[src/sv/plc_pkg.sv]
package plc_pkg;

    localparam int RADIUS_W  = 31;
    localparam int SLIM_W    = 21;
    localparam int HLIM_W    = 31;
    localparam int SCORE_W   = 20;
    localparam int ROOT_W    = 31;
    localparam int SQ_W      = 2 * ROOT_W;
    localparam int ID_W      = 16;
    localparam int POS_W     = 32;
    localparam int PADDR_W   = 4;
    localparam int PDATA_W   = 32;

    localparam logic [1:0] REG_RADIUS  = 2'd0;
    localparam logic [1:0] REG_SLIMIT  = 2'd1;
    localparam logic [1:0] REG_HLIMIT  = 2'd2;

    localparam logic [RADIUS_W-1:0] RADIUS_RST = 31'd65536;
    localparam logic [SLIM_W-1:0]   SLIMIT_RST = 21'd65536;
    localparam logic [HLIM_W-1:0]   HLIMIT_RST = 31'd13107;
    localparam logic [SCORE_W-1:0]  SCORE_MAX  = 20'hFFFFF;

    typedef struct packed {
        logic [RADIUS_W-1:0] radius;
        logic [SLIM_W-1:0]   score_limit;
        logic [HLIM_W-1:0]   heading_limit;
    } t_cfg;

    typedef struct packed {
        logic signed [POS_W-1:0] x;
        logic signed [POS_W-1:0] y;
        logic signed [POS_W-1:0] h;
        logic [ID_W-1:0]         id;
    } t_entry;

    typedef enum logic [3:0] {
        S_IDLE,
        S_RSQ,
        S_CHECK,
        S_READ,
        S_DATA,
        S_TEST,
        S_SQX,
        S_SQY,
        S_SUM,
        S_CMP,
        S_ROOT,
        S_SCORE,
        S_FLUSH,
        S_WRITE
    } t_state;

endpackage

[src/sv/plc_cfg.sv]
module plc_cfg (
    input  logic                         i_clk,
    input  logic                         i_rst_n,
    input  logic                         psel,
    input  logic                         penable,
    input  logic                         pwrite,
    input  logic [plc_pkg::PADDR_W-1:0]  paddr,
    input  logic [plc_pkg::PDATA_W-1:0]  pwdata,
    output logic [plc_pkg::PDATA_W-1:0]  prdata,
    output logic                         pready,
    output plc_pkg::t_cfg                o_cfg
);

    plc_pkg::t_cfg r_cfg;
    logic          w_wr;

    assign pready = 1'b1;
    assign w_wr   = psel && penable && pwrite;
    assign o_cfg  = r_cfg;

    always_ff @(posedge i_clk) begin
        if (!i_rst_n) begin
            r_cfg.radius        <= plc_pkg::RADIUS_RST;
            r_cfg.score_limit   <= plc_pkg::SLIMIT_RST;
            r_cfg.heading_limit <= plc_pkg::HLIMIT_RST;
        end else if (w_wr) begin
            unique case (paddr[3:2])
                plc_pkg::REG_RADIUS: r_cfg.radius        <= pwdata[plc_pkg::RADIUS_W-1:0];
                plc_pkg::REG_SLIMIT: r_cfg.score_limit   <= pwdata[plc_pkg::SLIM_W-1:0];
                plc_pkg::REG_HLIMIT: r_cfg.heading_limit <= pwdata[plc_pkg::HLIM_W-1:0];
                default: ;
            endcase
        end
    end

    always_comb begin
        unique case (paddr[3:2])
            plc_pkg::REG_RADIUS: prdata = {1'b0, r_cfg.radius};
            plc_pkg::REG_SLIMIT: prdata = {11'b0, r_cfg.score_limit};
            plc_pkg::REG_HLIMIT: prdata = {1'b0, r_cfg.heading_limit};
            default:             prdata = '0;
        endcase
    end

endmodule

[config.mk]
export PLATFORM = sky130hd
export DESIGN_NAME = plc_cfg
export DESIGN_NICKNAME = d
export VERILOG_FILES = /design/src/sv/plc_pkg.sv /design/src/sv/plc_cfg.sv
export SDC_FILE = /design/constraint.sdc
export NUM_CORES = 1
export LEC_CHECK = 0
export ABC_CLOCK_PERIOD_IN_PS = 1300
export BUFFER_PORTS_ARGS = -buffer_cell sky130_fd_sc_hd__clkbuf_2
export CAP_MARGIN = 10
export CORE_ASPECT_RATIO = 0.9
export CORE_UTILIZATION = 48
export DETAILED_ROUTE_END_ITERATION = 8
export GPL_ROUTABILITY_DRIVEN = 0
export GPL_TIMING_DRIVEN = 0
export PLACE_DENSITY = 0.8
export SLEW_MARGIN = 20
export SYNTH_ARGS = -nofsm -noshare
export SYNTH_HDL_FRONTEND = slang
export SYNTH_SLANG_ARGS = --single-unit
[constraint.sdc]
create_clock -name i_clk -period 1.3 [get_ports i_clk]
set_input_delay 0 -clock i_clk [delete_from_list [all_inputs] [get_ports i_clk]]
set_output_delay 0 -clock i_clk [all_outputs]
set_load 0.03 [all_outputs]
* Word level (Yosys, flattened, before mapping)
Index checks and enable logic that the tools add are counted.
** Word-level totals
- Register bits after elaboration :: 83
- Bits of input ports :: 41
- Output and inout bits :: 116
- Word-level logic and storage cells :: 12
** Cells by class
- Equality and inequality tests :: 2
- Multiplexer cells :: 1
- Reduce and logical (&&, ||, !) cells :: 6
** Operators by type and width (number)
- $pmux 31 s3 :: 1
- $reduce_and 2->1 :: 3
- $eq 2x1->1 const B :: 1
- $eq 2x2->1 const B :: 1
- $logic_and 1x1->1 :: 2
- $logic_not 2->1 :: 1

* Longest topological paths before layout
- Word-level depth :: 3
- Gate-level depth with buffers :: 6
- Depth with buffers taken out :: 3

* Worst setup path after synthesis
No wires, ideal clock.
- Path type :: register to output
- Start point :: register r_cfg (netlist bit o_cfg[47])
- End point :: output port prdata[16] in the netlist's numbering
- Data arrival time :: 1.311 ns
- Required time :: 1.300 ns
- Setup slack :: -0.011 ns
- Cell stages (with the launch flop) :: 3
- Buffers on the path :: 0
- Cells stage by stage :: dfxtp_1 -> mux2i_1 -> o21ai_0
** Between the ends
- Word-level cells in the longest chain between the ends :: 1
** Ends and longest elaborated chain
- start, declared :: line plc_cfg.sv:14 : plc_pkg::t_cfg r_cfg;
- $pmux 31 s3 :: line plc_cfg.sv:37 : unique case (paddr[3:2])
- end, declared :: line plc_cfg.sv:9 : output logic [plc_pkg::PDATA_W-1:0] prdata,
No other way between the ends.

* Final worst setup path
- Start point :: register r_cfg (netlist bit o_cfg[64])
- End point :: output port prdata[12] in the netlist's numbering
Same word-level chain as after synthesis.

==> metrics.md <==
| Metric | Value |
|---|---|
| DR vias | `3631` |
| Leakage power | `2.473 nW` |
| Synth area leader | `dfxtp_1` |
| Number of synthesized flops with an enable pin | `0` |
| H-tree depth | `3` |
| Cell Chain, Critical Path | `mux2i_1 > o21ai_1 > clkbuf_2` |
| Final WS setup | `0.06154 ns` |
| Clock transition at path regs | `0.09 ns` |
| I/O pin count | `157` |
| Most used DFF post-synth | `dfxtp_1` |
| DRC | `0` |
| Clk Latency, worst-skew pair | `0.35 ns` |
| Netlist cell types | `19` |
| Final instance area | `0.005136 mm²` |
| Fraction of layout cells with a size suffix above 1 | `30.71%` |
| Fin nets | `645` |
| Antenna violations before repair | `0` |
| Sequential element share of the synthesized area | `44.21%` |
| Clock buffer count from CTS | `9` |
| Max_cap viols | `0` |
| Minimum clock period | `1.238 ns` |
| Syn avg cell area | `9.057 µm²` |
| GRT overflow | `0` |
| # Post-CTS Setup Buffers | `0` |
| Critical Path Source Type | `flop` |
| Final Setup Violations | `0` |
| Worst r2r src | `o_cfg[13]` |
| Pint | `0.003744 W` |
| Wirelength, routed | `11060 µm` |
| Drt initial violations | `160` |
| Top cell type's share of synthesized area | `44.21%` |
| Vias in the first global route | `3410` |
| Wire length per cell | `15.68 µm` |
| First-pass GRT wire length | `16930 µm` |
| Number of synthesis warnings | `0` |
| Crit path launch | `o_cfg[64]` |
| VDD IR max | `869.9 µV` |
| Syn nets | `456` |
| Worst Hold Class | `in2reg` |
| Worst Skew | `0 ns` |
| Worst r2r dst | `o_cfg[13]` |
| Area Growth Syn to Fin | `36.65%` |
| Max reg flops | `83` |
| Hold_ws | `0.1104 ns` |
| Combinational power share | `12.6%` |
| Slowest stage delay, CP | `0.40 ns` |
| Register share of total power | `50.0%` |
| Peak Freq | `807.5 MHz` |
| Flip-flop and latch area | `0.001662 mm²` |
| Die width | `95.28 µm` |
| Drt first pass iters | `4` |
| Row count | `30` |
| CTS tree | `yes` |
| Initial core utilization | `49.82%` |
| Routed vias/inst | `5.150` |
| DP HPWL | `7608 µm` |
| GR Util All Layers | `27.13%` |
| Arr. time, crit path | `1.24 ns` |
| Worst path slowest cell | `dfxtp_1` |
| CTS Root Cell | `clkbuf_8` |
| Placement Cell Area | `0.004619 mm²` |
| Status | `finished clean` |
| Clock Tree Buf Depth | `2` |
| Period utilisation layout | `95.27%` |
| Buffers on Ports | `148` |
| Total chip power | `0.005215 W` |
| Slew headroom | `54.06%` |
| Area contributors post-synth | `dfxtp_1 44%, mux2i_1 28%, nand2_1 12%` |
| Post-Syn Instances | `415` |
| Max Transition Viols Final | `0` |
| FF-to-FF setup slack | `0.59 ns` |
| Clock power frac | `37.4%` |
| Final ANT Viol Nets | `0` |
| CP Max Fanout | `3` |
| Critical path class | `reg2out` |
| Fillers | `588` |
| Psw | `0.001470 W` |
| Switching portion of total power | `28.20%` |
| Multi-input gate area | `0.001844 mm²` |
| Top post-synthesis cells by count | `125 x nand2_1, 106 x mux2i_1, 83 x dfxtp_1` |
| Asr flop ratio synth | `0%` |
| Least-Margin Pin Slew | `0.6892 ns` |
| Ant diodes | `0` |
| Nature of the critical path endpoint | `primary output` |
| Die Y-Extent | `85.95 µm` |
| PD cells | `1015 mW/mm²` |
| Core Area | `0.007545 mm²` |
| Die ar. | `0.008189 mm²` |
| Place WS | `-0.05934 ns` |
| #FFs+latches synth | `83` |
| Most common cell in the netlist | `nand2_1` |
| Mapped Area | `0.003759 mm²` |
| Final Hold Vio Count | `0` |
| Worst setup endpoint | `prdata[12]` |
| Reg2Reg Depth | `2` |
| Largest net degree at the start of global routing | `20` |
| CP required | `1.30 ns` |
| RSZ-0062 raised after global routing | `no` |
| Clock sinks | `83` |
| Setup TNS | `0 ns` |
[worst min path at each step]
stage,startpoint,end,slack [ns],cells past startpoint
floorplan,pwdata[16],o_cfg[16],0.14,2
global placement,pwdata[27],o_cfg[27],0.26,3
detailed placement,pwdata[27],o_cfg[27],0.28,3
CTS,paddr[3],o_cfg[73],0.10,3
global route,paddr[3],o_cfg[73],0.12,3
finish,paddr[3],o_cfg[73],0.11,3
[power groups by stage]
| stage | Clock (W) | Combinational (W) | Sequential (W) |
|---|---|---|---|
| 2_1_floorplan | 0 | 0.000313 | 0.00273 |
| 3_3_place_gp | 0 | 0.000566 | 0.00266 |
| 3_5_place_dp | 0 | 0.000579 | 0.00266 |
| 4_1_cts | 0.00197 | 0.000652 | 0.00261 |
| 5_1_grt | 0.00210 | 0.000702 | 0.00261 |
| 6_report | 0.00195 | 0.000659 | 0.00261 |
[cell families (layout without fill, tap and decap cells)]
group	count (synthesis)	in the layout	synth area share [%]
AO/OA/AOI/OAI	29	29	4.394
buffers and inverters	44	238	6.724
flip-flops	83	83	44.21
multiplexers	106	106	28.23
other	2	2	0.1998
AND/OR/NAND/NOR	151	151	16.25
[layout by cell type (no fill, tap or decap)]
cell type      Yosys  layout
and2_1             1       1
and3_1             1       1
buf_2             10       8
buf_4              5       5
buf_6              3       3
buf_8              3       3
bufinv_16          0       1
clkbuf_1          15      13
clkbuf_2           0     150
clkbuf_4           0       1
clkbuf_8           0       9
clkinvlp_4         0       2
conb_1             2       2
dfxtp_1           83      83
dlygate4sd3_1      0      31
inv_1              8       8
inv_6              0       3
inv_8              0       1
mux2i_1          106     106
nand2_1          125     125
nand3_1            8       8
nand3b_1           1       1
nor2_1            10      10
nor2b_1            4       4
nor3b_4            1       1
o211ai_1           8       8
o21ai_1            0      21
[routing by layer]
metal	routed length, µm	part of all wire, %	track usage [%]
met5	0	0	0
met3	721	6.5	6.206
met1	4783	43	34.05
met4	218	2.0	8.540
met2	5333	48	45.84
[layout make-up]
cell class	count	share of cell area [%]
inverters	8	0.5847
flip-flops and latches	83	32.35
repair buffers	179	20.46
clock inverters	7	1.608
plain buffers	35	4.336
multi-input cells	288	35.91
clock buffers	9	2.412
well taps	96	2.339
[timing repair]
| action | CTS | global route |
|---|---|---|
| resized for setup | 2 | 1 |
| pin swaps | 0 | 0 |
| endpoints found under the hold margin | 83 | 0 |
| hold buffers | 31 | 0 |
| setup endpoints to repair | 7 | 1 |
[metrics by stage]
stage	instances	utilization, %
after floorplan	415	-
after global placement	659	61.23
after detailed placement	659	61.23
after CTS	705	68.04
after global routing	705	68.08
final	705	68.08
[worst max-delay path, delay by kind of cell (launching register included)]
kind	cells	cell delay, ns
flops	1	0.40
buf+inv	1	0.24
compound gates	1	0.14
mux	1	0.11
Power figures use the tool's default switching activity.
