## config.mk

```make
export PLATFORM = sky130hd
export DESIGN_NAME = plc_isqrt
export DESIGN_NICKNAME = d
export VERILOG_FILES = /design/src/sv/plc_pkg.sv /design/src/sv/plc_isqrt.sv
export SDC_FILE = /design/constraint.sdc
export NUM_CORES = 1
export LEC_CHECK = 0
export BUFFER_PORTS_ARGS = -buffer_cell sky130_fd_sc_hd__buf_2
export CAP_MARGIN = 20
export CORE_AREA = 2 2 119 121
export CTS_BUF_LIST = sky130_fd_sc_hd__clkbuf_8
export CTS_CLUSTER_SIZE = 30
export DETAILED_ROUTE_END_ITERATION = 7
export DIE_AREA = 0 0 121 123
export GPL_ROUTABILITY_DRIVEN = 0
export MAX_ROUTING_LAYER = met4
export PLACE_DENSITY_LB_ADDON = 0.05
export SLEW_MARGIN = 5
export SYNTH_ARGS = -nofsm -noshare
export SYNTH_HDL_FRONTEND = slang
export SYNTH_SLANG_ARGS = --single-unit
```

## constraint.sdc

```tcl
create_clock -name i_clk -period 3.17 [get_ports i_clk]
set_input_delay 0 -clock i_clk [delete_from_list [all_inputs] [get_ports i_clk]]
set_output_delay 0 -clock i_clk [all_outputs]
set_load 0.01 [all_outputs]
```

## src/sv/plc_pkg.sv

```systemverilog
package plc_pkg;

    localparam int RADIUS_W  = 31;
    localparam int SLIM_W    = 21;
    localparam int HLIM_W    = 31;
    localparam int SCORE_W   = 20;
    localparam int ROOT_W    = 31;
    localparam int SQ_W      = 2 * ROOT_W;
    localparam int ID_W      = 16;
    localparam int POS_W     = 32;
    localparam int PADDR_W   = 4;
    localparam int PDATA_W   = 32;

    localparam logic [1:0] REG_RADIUS  = 2'd0;
    localparam logic [1:0] REG_SLIMIT  = 2'd1;
    localparam logic [1:0] REG_HLIMIT  = 2'd2;

    localparam logic [RADIUS_W-1:0] RADIUS_RST = 31'd65536;
    localparam logic [SLIM_W-1:0]   SLIMIT_RST = 21'd65536;
    localparam logic [HLIM_W-1:0]   HLIMIT_RST = 31'd13107;
    localparam logic [SCORE_W-1:0]  SCORE_MAX  = 20'hFFFFF;

    typedef struct packed {
        logic [RADIUS_W-1:0] radius;
        logic [SLIM_W-1:0]   score_limit;
        logic [HLIM_W-1:0]   heading_limit;
    } t_cfg;

    typedef struct packed {
        logic signed [POS_W-1:0] x;
        logic signed [POS_W-1:0] y;
        logic signed [POS_W-1:0] h;
        logic [ID_W-1:0]         id;
    } t_entry;

    typedef enum logic [3:0] {
        S_IDLE,
        S_RSQ,
        S_CHECK,
        S_READ,
        S_DATA,
        S_TEST,
        S_SQX,
        S_SQY,
        S_SUM,
        S_CMP,
        S_ROOT,
        S_SCORE,
        S_FLUSH,
        S_WRITE
    } t_state;

endpackage

```

## src/sv/plc_isqrt.sv

```systemverilog
module plc_isqrt (
    input  logic                          i_clk,
    input  logic                          i_rst_n,
    input  logic                          i_start,
    input  logic [plc_pkg::SQ_W-1:0]      i_value,
    output logic                          o_done,
    output logic [plc_pkg::ROOT_W-1:0]    o_root
);

    localparam int REM_W = plc_pkg::ROOT_W + 3;
    localparam int CNT_W = $clog2(plc_pkg::ROOT_W + 1);
    localparam logic [CNT_W-1:0] LAST_STEP = CNT_W'(plc_pkg::ROOT_W - 1);

    logic                         r_busy;
    logic [CNT_W-1:0]             r_cnt;
    logic [plc_pkg::SQ_W-1:0]     r_val;
    logic [REM_W-1:0]             r_rem;
    logic [plc_pkg::ROOT_W-1:0]   r_root;
    logic                         r_done;
    logic [REM_W-1:0]             w_rem_sh;
    logic [REM_W-1:0]             w_trial;
    logic                         w_fit;

    // one result bit per cycle, two radicand bits brought down each step
    assign w_rem_sh = {r_rem[REM_W-3:0], r_val[plc_pkg::SQ_W-1 -: 2]};
    assign w_trial  = {1'b0, r_root, 2'b01};
    assign w_fit    = w_rem_sh >= w_trial;

    always_ff @(posedge i_clk) begin
        if (!i_rst_n) begin
            r_busy <= 1'b0;
            r_cnt  <= '0;
            r_done <= 1'b0;
        end else begin
            r_done <= 1'b0;
            if (i_start) begin
                r_busy <= 1'b1;
                r_cnt  <= '0;
            end else if (r_busy) begin
                r_cnt <= r_cnt + 1'b1;
                if (r_cnt == LAST_STEP) begin
                    r_busy <= 1'b0;
                    r_done <= 1'b1;
                end
            end
        end
    end

    always_ff @(posedge i_clk) begin
        if (i_start) begin
            r_val  <= i_value;
            r_rem  <= '0;
            r_root <= '0;
        end else if (r_busy) begin
            r_val  <= {r_val[plc_pkg::SQ_W-3:0], 2'b00};
            r_rem  <= w_fit ? w_rem_sh - w_trial : w_rem_sh;
            r_root <= {r_root[plc_pkg::ROOT_W-2:0], w_fit};
        end
    end

    assign o_done = r_done;
    assign o_root = r_root;

endmodule

```

* After elaboration in Yosys (flattened, before gate mapping) *
Cells that the tools add are included.

word-level totals
  bits in registers = 132
  output and inout bits = 32
  word-level logic and storage cells = 22

cells by class
  magnitude comparators = 1
  bitwise gates (word level) = 2
  mux-type cells = 7
  add/subtract/negate cells = 2
  equal/unequal tests = 1
  reductions and logical operators = 3

operators by type and width
  operator                                      number
  two-way mux 62 bit                            2
  greater-or-equal comparator 34 x 33 -> 1 bit  1
  two-way mux 32 bit                            1
  subtractor 32 bit                             1
  adder 5 x 1 -> 5 bit, second input constant   1
  == test 5 bit, second input constant          1
  two-way mux 1 bit                             4
  OR reduction 3 bit                            1
  NOT 1 bit                                     2
  nonzero test 2 bit                            1
  OR reduction 2 bit                            1

* Depth between registers and ports, before layout *
Gate-level depths: netlist of the first run.

  word-level depth = 4
  depth in mapped cells = 14

* Least setup slack after synthesis of the first run *
OpenSTA, ideal clock, no wires.

  path type = register to register
  start point = reg r_root, in the netlist o_root[14]
  end point = reg r_rem[17]
  path slack = 0.389 ns
  arrival time = 2.595 ns
  buffers on the path = 2
  cell stages (with the launch flop) = 14
  path through = dfxtp_1 -> inv_1 -> ha_1 -> buf_2 -> nand4_1 -> nor3_2 -> nand3_1 -> or4_1 -> and3_4 -> a21o_1 -> buf_2 -> and2_0 -> a31oi_1 -> o22ai_1

on the way
  cells in the longest elaborated chain, start to end = 2
  elaborated cells on any way between the ends = 3

ends and longest elaborated chain
  what                                                                               line                              source
  start, declared                                                                    plc_isqrt.sv:18                   logic [plc_pkg::ROOT_W-1:0] r_root;
  start signal, assigned                                                             plc_isqrt.sv:57                   r_root <= {r_root[plc_pkg::ROOT_W-2:0], w_fit};
  subtractor 32 bit or greater-or-equal comparator 34 x 33 -> 1 bit (tied branches)  plc_isqrt.sv:56, plc_isqrt.sv:27
  two-way mux 32 bit *                                                               plc_isqrt.sv:56                   r_rem <= w_fit ? w_rem_sh - w_trial : w_rem_sh;
  end signal, assigned                                                               plc_isqrt.sv:56
  end, declared                                                                      plc_isqrt.sv:17                   logic [REM_W-1:0] r_rem;

Mark *: on every way between the ends. The rest lies on a longest branch, timed or not.
A chain may end at the register's enable or synchronous reset.

* Final worst setup path of the first run *
  start point = reg r_root, in the netlist o_root[15]
  end point = reg r_rem[12]

on the way
  cells in the longest elaborated chain, start to end = 2

ends and longest elaborated chain
  what                                          line             source
  greater-or-equal comparator 34 x 33 -> 1 bit  plc_isqrt.sv:27  assign w_fit = w_rem_sh >= w_trial;
  two-way mux 32 bit                            plc_isqrt.sv:56

Every way passes these cells.

==> results of run 1 <==
placed cells by master (no fill, tap or decap), types with 3 or more instances in the layout:
cell type / count
a211oi_1: 17
a21o_1: 15
a21oi_1: 34
a22oi_1: 5
a311oi_2: 4
a31oi_1: 9
and2_1: 5
and3_1: 4
buf_2: 95
buf_4: 20
bufinv_16: 4
clkbuf_8: 17
clkinv_1: 3
clkinv_4: 3
dfxtp_1: 69
dlygate4sd3_1: 64
edfxtp_1: 62
ha_1: 33
inv_1: 44
mux2_2: 61
mux2i_1: 45
nand2_1: 39
nand2_2: 3
nand2b_1: 5
nand3_1: 14
nand4_1: 10
nor2_1: 72
nor2b_1: 4
nor3_1: 6
o211ai_1: 4
o21ai_0: 29
o21bai_1: 4
xnor2_1: 19
xor2_1: 13
critical path: stages, from the launching register on:
cell and delay, ns:
dfxtp_1 0.37, inv_1 0.06, ha_2 0.38, nand4_1 0.18
nor3_2 0.27, nand3_1 0.13, or4_1 0.48, and3_4 0.21
a21oi_4 0.24, buf_8 0.22, mux2i_1 0.22, a211oi_1 0.09
per-layer routing:
layer,share of wire,vias to the layer above,track usage
met3,0.051,35,0.0526
met1,0.45,2790,0.292
li1,-,2881,-
met2,0.48,161,0.393
met5,0,-,-
met4,0.021,0,0.0952
power by group:
part	internal (mW)	switching (mW)
logic	2.07	2.41
clock network	0.847	0.675
registers	2.03	0.156
cell families after synthesis:
| logic type | Yosys count | synth area share |
|---|---|---|
| compound gates | 142 | 0.132 |
| fa+ha+maj | 35 | 0.0600 |
| buf+inv | 88 | 0.0524 |
| xor+xnor | 32 | 0.0384 |
| flops | 132 | 0.447 |
| simple gates | 178 | 0.115 |
| mux | 106 | 0.156 |
path summary, 6_finish.rpt:
kind	endpoint	slack [ns]	depth (start not counted)
worst max-delay path	r_rem[12]$_SDFFE_PP0P_	0.17	11
worst max register to register	r_rem[12]$_SDFFE_PP0P_	0.17	11
worst min-delay path	r_busy$_SDFF_PN0_	0.36	3
worst min register to register	r_rem[26]$_SDFFE_PP0P_	0.50	2
final cells by class:
class                   count  area, sq um
clock buffers              17          234
clock inverters            14          186
fillers                  1073         4550
inverters                  45          169
multi-input cells         493         3670
flip-flops and latches    132         3270
well taps                 180          225
repair buffers            182         1310
per-stage QoR:
stage               setup WS [ns]  setup TNS, ns  hold WS [ns]   util  cell area (sq um)
finish                      0.175              0         0.358  0.666               9060
global route              -0.0262        -0.0769         0.361  0.666               9060
CTS                        0.0517              0         0.330  0.663               9030
detailed placement          0.119              0         0.261  0.586               7970
global placement            0.229              0         0.238  0.586               7970
floorplan                   0.389              0         0.128      -               7300
state kept, by name, summed over array words and instances, names as in the netlist:
signal	count
r_val	62
r_rem	32
o_root	31
r_cnt	5
o_done	1
r_busy	1
what timing repair did:
item	4_1_cts	5_1_grt
setup buffers	0	1
endpoints found under the hold margin	84	0
hold buffers	64	0
endpoints found under the setup margin	0	31
gates resized for setup	0	6
==> out/qor.csv, run 1 <==
stage,metric,value,unit
drt,first_iter_violations,367,
clocking,cts_tree,yes,
power,powerDensity,903,mW/mm^2
finish,n_antenna_cell,0,
floorplanning,die-area,0.0149,sq mm
power,power.total,8.18,mW
clocking,cts_max_level,4,
floorplanning,die_y,123,um
global_routing,grt_use_total,0.241,
min_path,min_path_type,in -> reg,
synth,synth_area_leader_cell,edfxtp_1,
clocking,cts_buffers,17,
drt,wl_per_cell,15.9,um
synth,synth-edff-count,62,
timing,timing.final.crit_share,0.945,
worst_setup_path,cp.arrival,3.29,ns
finish,fin_cells,1063,
timing,fin_skew,0.00893,ns
drt,vias,5867,
synth,synth-main-ff-cell,dfxtp_1,
finish,fin_nets,971,
clocking,cts_buffer_depth,2,
finish,area_delta_synth_final,24.1,%
placed_design,place_inst,967,
timing,period_needed,3.00,ns
finish,drive_gt1_frac,0.257,
global_routing,grt_max_degree,91,
status,status,completed,
global_routing,grt_pass1_vias,5864,
drt,drc_errors,0,
synth,yosysMostFrequentCell,nor2_1,
worst_setup_path,critPathKind,reg -> reg,
clocking,clkLatencyLatePin,0.45,ns
timing,worstMarginPinSlew,0.780,ns
synth,synth_seq_cells,132,
power,ir_drop,0.510,mV
global_routing,antenna_found_initial,0,
floorplanning,pin_count,97,
floorplanning,die_x,121,um
placed_design,dp_hpwl,11000,um
drt,ant_nets,0,
synth,syn_inst,713,
floorplanning,core,0.0136,sq mm
synth,synth-async-reset-ratio,0,
clocking,cts_root_buf,clkbuf_8,
worst_setup_path,worstReg2RegStart,o_root[15]$_SDFFE_PP0P_,
drt,drt_wl_total,16900,um
synth,synth_top_area_share,0.255,
synth,synthTopCellsByCount,"72 x nor2_1, 70 x dfxtp_1, 62 x edfxtp_1, 61 x mux2_2",
power,p_leak,3.78,nW
clocking,clk_pin_slew_worst_paths,0.08,ns
min_path,hold_start,i_rst_n,
timing,fmax,334,MHz
worst_setup_path,end_kind,register,
global_routing,grt_pass1_wl,27500,um
worst_setup_path,crit_start,o_root[15]$_SDFFE_PP0P_,
placed_design,numPortBuffers,96,
synth,ys_top_cells_by_area,"edfxtp_1 25%, dfxtp_1 19%, mux2_2 9.4%, mux2i_1 6.2%, ha_1 6.0%",
floorplanning,initial_core_util,0.536,
drt,via_per_inst,5.52,
timing,grt_setup_unrepaired,true,
synth,ys_warn_count,0,
synth,netlist_area,0.00730,sq mm
global_routing,overflow,0,
timing,relSlewSlack,0.480,
timing,hold_violations,0,
worst_setup_path,path_max_fanout,15,
worst_setup_path,cp.required,3.47,ns
synth,avgSynthCellArea,10.2,sq um
timing,setup_viol,0,
flow_run,drv_cap,0,
synth,ys_seq_area_frac,0.447,
clocking,clock_sinks,132,
worst_setup_path,cp-start-kind,register,
timing,slew_violations,0,
drt,first_pass_iters,5,
floorplanning,placement_rows,43,
synth,yosysUniqueCellTypes,66,
synth,synth_nets,813,
Power figures use the tool's default switching activity.
==> run 2, diff against run 1 <==
- clock period: 3.17 -> 3.4 ns (I/O delays scaled with it)
==> out/qor.csv, run 2 (synthesis results as in run 1) <==
stage,metric,value,unit,change
status,status,completed,,
drt,via_per_inst,5.42,,-1.9%
global_routing,grt_max_degree,58,,-36%
floorplanning,pin_count,97,,unchanged
finish,fin_nets,957,,-1.4%
finish,stdcell_area,0.00888,sq mm,-2.0%
clocking,cts_root_buf,clkbuf_8,,
global_routing,antenna_found_initial,0,,unchanged
timing,fmax,320,MHz,-4.3%
drt,vias,5686,,-3.1%
power,powerDensity,820,mW/mm^2,-9.2%
finish,fin_cells,1050,,-1.2%
drt,first_pass_iters,5,,unchanged
finish,drive_gt1_frac,0.244,,-0.0134
floorplanning,die_x,121,um,unchanged
finish,area_delta_synth_final,21.6,%,
power,intPower,4.26,mW,-14%
power,clkPwrFrac,0.170,,-0.016
clocking,clock_sinks,132,,unchanged
worst_setup_path,cp.arrival,3.44,ns,+0.15 ns
placed_design,numPortBuffers,96,,unchanged
finish,largest_reg_flops,62,,unchanged
clocking,clkLatencyLatePin,0.45,ns,about the same
timing,grt_setup_unrepaired,false,,
worst_setup_path,cp-start-kind,register,,
power,comb_power_share,0.550,,+0.003
finish,ff_latch_area,0.00327,sq mm,unchanged
drt,wl_per_cell,15.6,um,-1.9%
power,p_seq_frac,0.280,,+0.013
timing,slew_violations,0,,unchanged
clocking,holdBufCountCts,64,,unchanged
clocking,post_cts_buffers,0,,unchanged
drt,drt_wl_total,16300,um,-3.1%
drt,ant_nets,0,,unchanged
timing,worstMarginPinSlew,0.687,ns,-0.0925 ns
floorplanning,initial_core_util,0.536,,unchanged
power,switchingPower,3.02,mW,-6.8%
clocking,cts_buffer_depth,2,,unchanged
placed_design,placed_area,0.00787,sq mm,-1.2%
drt,first_iter_violations,382,,+4.1%
flow_run,drv_cap,0,,unchanged
timing,hold_violations,0,,unchanged
floorplanning,die_y,123,um,unchanged
clocking,cts_max_level,4,,unchanged
power,ir_drop,0.620,mV,+22%
timing,finalSetupTns,0,ns,unchanged
worst_setup_path,end_kind,register,,
worst_setup_path,cp.required,3.71,ns,+0.24 ns
worst_setup_path,critPathKind,reg -> reg,,
power,switching_share,0.414,,+0.0189
floorplanning,core,0.0136,sq mm,unchanged
global_routing,grt_pass1_vias,5517,,-5.9%
finish,largest-register,r_val,,
clocking,cts_buffers,17,,unchanged
power,p_leak,3.68,nW,-2.6%
finish,fillCellCount,1106,,+3.1%
worst_setup_path,path_max_fanout,15,,unchanged
finish,final_common_cell,buf_2,,
timing,setup_viol,0,,unchanged
timing,fin_skew,0.00623,ns,-0.00269 ns
timing,timing.final.crit_share,0.920,,-0.0246
timing,period_needed,3.13,ns,+0.134 ns
floorplanning,placement_rows,43,,unchanged
global_routing,grt_pass1_wl,26800,um,-2.5%
clocking,clk_pin_slew_worst_paths,0.08,ns,about the same
finish,n_antenna_cell,0,,unchanged
min_path,min_path_type,in -> reg,,
power,power.total,7.28,mW,-11%
clocking,cts_resized,0,,unchanged
clocking,cts_tree,yes,,
global_routing,overflow,0,,unchanged
finish,multiInputGateArea,0.00366,sq mm,-0.27%
timing,relSlewSlack,0.542,,+0.0617
global_routing,grt_use_total,0.236,,-0.00430
finish,layout_common_cells,"95 x buf_2, 72 x nor2_1, 69 x dfxtp_1",,
drt,drc_errors,0,,unchanged
placed_design,dp_hpwl,10900,um,-1.2%
placed_design,place_inst,954,,-1.3%
floorplanning,die-area,0.0149,sq mm,unchanged
run 2: cell types whose count changed in the layout (fill, tap and decap cells not counted), sizes merged:
| cell | before | now |
|---|---|---|
| inv | 46 | 50 |
| clkinv | 7 | 5 |
| clkinvlp | 2 | 4 |
| bufinv | 4 | 1 |
| buf | 118 | 104 |
run 2: layer usage:
| metal | share of wire | track usage |
|---|---|---|
| met3 | 0.038 | 0.0475 |
| met2 | 0.48 | 0.381 |
| met1 | 0.46 | 0.294 |
| met5 | 0 | - |
| met4 | 0.021 | 0.0923 |
run 2: area by class of cell:
type	instances	share of cell area
clock inverter	15	0.0147
tap	180	0.0254
sequential	132	0.368
timing repair buffer	168	0.135
clock buffer	17	0.0264
multi-input combinational	493	0.412
inverter	45	0.0190
run 2: stage by stage:
step           setup slack [ns]   util  hold slack [ns]
2_1_floorplan             0.619      -            0.128
3_3_place_gp              0.407  0.578            0.230
3_5_place_dp              0.327  0.578            0.240
4_1_cts                   0.292  0.652            0.296
5_1_grt                  0.0319  0.652            0.315
6_report                  0.271  0.652            0.312
run 2: final timing paths:
| path | end | slack, ns | start | cells after the start |
|---|---|---|---|---|
| hold / removal | r_busy$_SDFF_PN0_ | 0.31 | i_rst_n | 3 |
| hold reg to reg | r_rem[20]$_SDFFE_PP0P_ | 0.49 | r_rem[20]$_SDFFE_PP0P_ | 2 |
| setup reg to reg | r_rem[16]$_SDFFE_PP0P_ | 0.27 | o_root[13]$_SDFFE_PP0P_ | 11 |
| setup / recovery | r_rem[16]$_SDFFE_PP0P_ | 0.27 | o_root[13]$_SDFFE_PP0P_ | 11 |
run 2: critical path, cell delays in order (launching register included):
cell	delay, ns
dfxtp_1	0.37
inv_1	0.06
ha_1	0.43
nand4_1	0.18
nor3_2	0.30
nand3_1	0.14
or4_1	0.48
and3_4	0.21
a21oi_4	0.21
buf_4	0.29
mux2i_1	0.22
a211oi_1	0.09
run 2: power by group through the flow:
stage / logic (mW) / clock network (mW) / registers [mW]
6_report: 4.00 / 1.24 / 2.04
2_1_floorplan: 3.32 / 0 / 2.01
3_5_place_dp: 3.90 / 0 / 2.07
4_1_cts: 3.98 / 1.26 / 2.04
3_3_place_gp: 3.86 / 0 / 2.07
5_1_grt: 4.42 / 1.33 / 2.07
